### src/sv/rational_arithmetic_unit_core_macros.svh
// Assertion helpers for the rational arithmetic unit.
`ifndef RATIONAL_ARITHMETIC_UNIT_CORE_MACROS_SVH
`define RATIONAL_ARITHMETIC_UNIT_CORE_MACROS_SVH

// Implication checked on every clock edge outside reset.
`define RAU_ASSERT_IMPL(label, clk, rst_n, ante, cons, msg) \
  label: assert property (@(posedge clk) disable iff (!rst_n) (ante) |-> (cons)) \
    else $error(msg);

// Implication whose consequent is checked in the cycle after the antecedent.
`define RAU_ASSERT_NEXT(label, clk, rst_n, ante, cons, msg) \
  label: assert property (@(posedge clk) disable iff (!rst_n) (ante) |=> (cons)) \
    else $error(msg);

`endif

### src/sv/rau_pkg.sv
package rau_pkg;

  localparam int unsigned DefaultWidth = 32;

  localparam logic [2:0] CMD_ADD = 3'd0;
  localparam logic [2:0] CMD_SUB = 3'd1;
  localparam logic [2:0] CMD_MUL = 3'd2;
  localparam logic [2:0] CMD_DIV = 3'd3;
  localparam logic [2:0] CMD_NEG = 3'd4;
  localparam logic [2:0] CMD_INC = 3'd5;
  localparam logic [2:0] CMD_DEC = 3'd6;

  localparam logic [1:0] ST_OK       = 2'd0;
  localparam logic [1:0] ST_ZERO_DEN = 2'd1;
  localparam logic [1:0] ST_DIV_ZERO = 2'd2;
  localparam logic [1:0] ST_OVERFLOW = 2'd3;

  typedef enum logic [3:0] {
    S_IDLE,
    S_MUL,
    S_SUM,
    S_GCD_INIT,
    S_GCD,
    S_DIVN_INIT,
    S_DIVN,
    S_DIVD_INIT,
    S_DIVD,
    S_DONE
  } rau_state_e;

  // controller -> datapath
  typedef struct packed {
    logic load;
    logic mul;
    logic sum;
    logic gcd_init;
    logic gcd_step;
    logic divn_init;
    logic divd_init;
    logic div_step;
    logic divd_store_n;
    logic finish;
  } rau_cmd_t;

  // datapath -> controller
  typedef struct packed {
    logic early_err;
    logic num_zero;
    logic gcd_done;
    logic div_done;
  } rau_stat_t;

endpackage

### src/sv/rau_ctrl.sv
module rau_ctrl import rau_pkg::*; (
  input  logic      clk_i,
  input  logic      rst_ni,
  input  logic      start_i,
  input  rau_stat_t stat_i,
  output rau_cmd_t  cmd_o,
  output logic      busy_o,
  output logic      done_o
);

  `include "rational_arithmetic_unit_core_macros.svh"

  rau_state_e state_q, state_d;

  always_ff @(posedge clk_i or negedge rst_ni) begin
    if (!rst_ni) begin
      state_q <= S_IDLE;
    end else begin
      state_q <= state_d;
    end
  end

  always_comb begin
    state_d = state_q;
    cmd_o   = '0;
    busy_o  = (state_q != S_IDLE);
    done_o  = 1'b0;
    case (state_q)
      S_IDLE: begin
        if (start_i) begin
          cmd_o.load = 1'b1;
          state_d    = S_MUL;
        end
      end
      S_MUL: begin
        cmd_o.mul = 1'b1;
        state_d   = S_SUM;
      end
      S_SUM: begin
        cmd_o.sum = 1'b1;
        state_d   = S_GCD_INIT;
      end
      S_GCD_INIT: begin
        if (stat_i.early_err || stat_i.num_zero) begin
          cmd_o.finish = 1'b1;
          state_d      = S_DONE;
        end else begin
          cmd_o.gcd_init = 1'b1;
          state_d        = S_GCD;
        end
      end
      S_GCD: begin
        if (stat_i.gcd_done) begin
          state_d = S_DIVN_INIT;
        end else begin
          cmd_o.gcd_step = 1'b1;
        end
      end
      S_DIVN_INIT: begin
        cmd_o.divn_init = 1'b1;
        state_d         = S_DIVN;
      end
      S_DIVN: begin
        if (stat_i.div_done) begin
          cmd_o.divd_store_n = 1'b1;
          state_d            = S_DIVD_INIT;
        end else begin
          cmd_o.div_step = 1'b1;
        end
      end
      S_DIVD_INIT: begin
        cmd_o.divd_init = 1'b1;
        state_d         = S_DIVD;
      end
      S_DIVD: begin
        if (stat_i.div_done) begin
          cmd_o.finish = 1'b1;
          state_d      = S_DONE;
        end else begin
          cmd_o.div_step = 1'b1;
        end
      end
      S_DONE: begin
        done_o  = 1'b1;
        state_d = S_IDLE;
      end
      default: state_d = S_IDLE;
    endcase
  end

  `RAU_ASSERT_NEXT(a_start_leaves_idle, clk_i, rst_ni, state_q == S_IDLE && start_i, state_q == S_MUL, "start ignored")
  `RAU_ASSERT_NEXT(a_done_one_cycle, clk_i, rst_ni, done_o, !done_o && state_q == S_IDLE, "done held")
  `RAU_ASSERT_IMPL(a_one_divide_cmd, clk_i, rst_ni, 1'b1, $onehot0({cmd_o.divn_init, cmd_o.divd_init, cmd_o.div_step}), "divider commands overlap")

endmodule

### config.mk
export PLATFORM = sky130hd
export DESIGN_NAME = rau_ctrl
export DESIGN_NICKNAME = d
export VERILOG_FILES = /design/src/sv/rau_pkg.sv /design/src/sv/rau_ctrl.sv
export VERILOG_INCLUDE_DIRS = /design/src /design/src/sv
export SDC_FILE = /design/constraint.sdc
export NUM_CORES = 1
export LEC_CHECK = 0
export BUFFER_PORTS_ARGS = -buffer_cell sky130_fd_sc_hd__buf_2
export CAP_MARGIN = 20
export CORE_AREA = 10 10 47 49
export DETAILED_ROUTE_END_ITERATION = 8
export DIE_AREA = 0 0 57 59
export PLACE_DENSITY = 0.49
export SLEW_MARGIN = 20
export SYNTH_ARGS = -nofsm -noshare
export SYNTH_HDL_FRONTEND = slang
export SYNTH_SLANG_ARGS = --single-unit
### constraint.sdc
create_clock -name clk_i -period 3 [get_ports clk_i]
set_input_delay 0.6 -clock clk_i [delete_from_list [all_inputs] [get_ports clk_i]]
set_output_delay 0.6 -clock clk_i [all_outputs]
set_load 0.005 [all_outputs]
==> metrics.cfg <==
[outcome]
status = finished, final reports clean

[clock_network]
postCtsSetupBuffers = 0
clk_latency_ns = 0.24
cts_tree = yes
postCtsHoldBufs = 0
numCtsBuffers = 3
cts_root_buffer = clkbuf_4
clockBufferDepth = 2
h-tree-depth = 1
clock-sinks = 4
path_clk_slew_ns = 0.04
ctsResizeCount = 0

[layout]
layout.nets = 73
final_cell_mix = buf_2, nor2_1, nand2_1, dfrtp_1
diodes = 0
area_growth_pct = 32.7
largestRegisters = state_q: 4 flops
largest_register_ffs = 4
layout_commonest_cell = buf_2
stdcell_count = 80
largest_register = state_q
drive_above_1_share_pct = 37.5

[sta]
tns_ns = 0
hold_viol_final = 0
max_freq_mhz = 463
setup_viol_count_final = 0
min_period_over_period_pct = 71.9
tightest_slew_ns = 0.359
rsz0062_at_grt = no
finalMaxSlewViolations = 0
finClkSkew_ns = 0.00679
whs_ns = 0.156
worst_slack_ns = 0.842
relSlewSlack_pct = 76.0
period_needed_ns = 2.16

[logic_synthesis]
avgSynthCellArea_sq_um = 7.40
synthAdderAreaFrac_pct = 0
ys_warn_count = 0
netlist_instances = 46
muxShareOfSynthArea_pct = 0
ys_ff_latch = 4
synth_top_family_by_area = simple AND/OR/NAND/NOR gates
syn-num-nets = 53
synth_xor_xnor_area_share_pct = 0
ys_seq_area_share_pct = 29.4
yosys.area_share.simple_pct = 42.6
syn_area_sq_um = 340
synthDistinctLibCells = 22
synth-compound-area-share_pct = 18.4

[power]
p_leak_uw = 0.000223
vdd_ir_drop_max_v = 0.000411
total_power_uw = 461
power_density_nw_per_um2 = 1020

[grt]
grt_pass1_wl_mm = 1.79
track_usage_pct = 6.66
grt_max_degree = 13
grt-ovfl-total = 0
first_global_vias = 426
antenna_found_initial = 0

[worst_hold_path]
hold_path_class = primary input to asynchronous set/reset pin

[detailed_routing]
routedWlPerCell_microns = 13.2
drc = 0
ant_nets = 0
viasPerCell = 4.98
dr_total_vias = 398
drt_iter0_drc = 9
dr.pass1.iters = 4
wl_mm = 1.06

[worst_setup_path]
critPathMaxFanout = 12
worstReg2RegStart = state_q[3]
crit_start = state_q[3]
crit_path_end_kind = output port
cp-start-kind = flop
cp.required_ns = 2.40
worst-endpoint-arrival_ns = 1.56
worstSetupPathType = flop to output port

[floorplan]
dieArea_sq_um = 3360
ios = 19
core_sq_um = 1400
initial_core_util_pct = 24.3
die_w_microns = 57
row_count = 14
die_h_microns = 59

[place]
place_hpwl_microns = 822
place_inst = 77
post-place-ws_ns = 1.06
routabilityCongestion = 0.769
portBuffers = 18

[flow_run]
cap_violations = 0

-- through the flow --
step	cell area [sq um]	util, %
global placement	429	30.6
global route	452	32.2
finish	452	32.2
floorplan	340	-
CTS	452	32.2
detailed placement	429	30.6
-- layer usage --
layer	wire length, microns	up-vias	part of all wire, %	global-route usage, %
li1	-	195	-	-
met1	505	186	48	7.02
met2	484	15	46	10.5
met3	54	2	5.1	1.93
met4	14	0	1.3	6.04
met5	0	-	0	0
-- final timing paths --
check | endpoint | slack [ns] | cells after the start
max reg2reg | state_q[0] | 1.63 | 3
max in group asynchronous | state_q[0] | 2.72 | 1
min reg2reg | state_q[2] | 0.63 | 1
max | cmd_o[2] | 0.84 | 3
min in group clk_i | state_q[2] | 0.63 | 1
min | state_q[3] | 0.16 | 1
-- worst max-delay path, cell delays in order, from the launching register on --
cell	delay (ns)
dfrtp_1	0.51
or3b_1	0.40
a211oi_2	0.25
buf_2	0.16
-- cell type report --
| cell class | instances | area, sq um |
|---|---|---|
| fill | 172 | 950 |
| inverter | 3 | 11.3 |
| sequential | 4 | 100 |
| tap | 16 | 20.0 |
| multi-input combinational | 36 | 208 |
| timing repair buffer | 18 | 90.1 |
| clock buffer | 3 | 22.5 |
-- power breakdown --
group          internal, uW  switching, uW  total [uW]
Combinational           117            135         252
Sequential             80.5           61.0         142
Clock                  44.8           22.4        67.1
-- cells in the mapped netlist --
cell type  instances  share of area (%)
buf_2              2                2.9
a211oi_2           1                3.7
nand2b_1           3                5.5
nand3b_1           2                4.4
o21ai_0            1                1.5
nand3_1            2                2.9
o32ai_1            1                2.6
a21oi_1            3                4.4
o22ai_1            1                1.8
nand2_1            4                4.4
dfrtp_1            4                 29
inv_1              3                3.3
nor2_1             8                8.8
or3_1              1                1.8
nor3_1             3                4.4
or2_2              1                1.8
or3b_1             1                2.6
or2b_1             1                2.2
a221oi_2           1                4.4
nor4_1             1                1.8
buf_6              1                3.3
and3_1             1                1.8
-- cell families after synthesis --
logic type,after synthesis
AND/OR/NAND/NOR,28
AO/OA/AOI/OAI,8
buffers and inverters,6
flip-flops,4
Power figures use the tool's default switching activity.
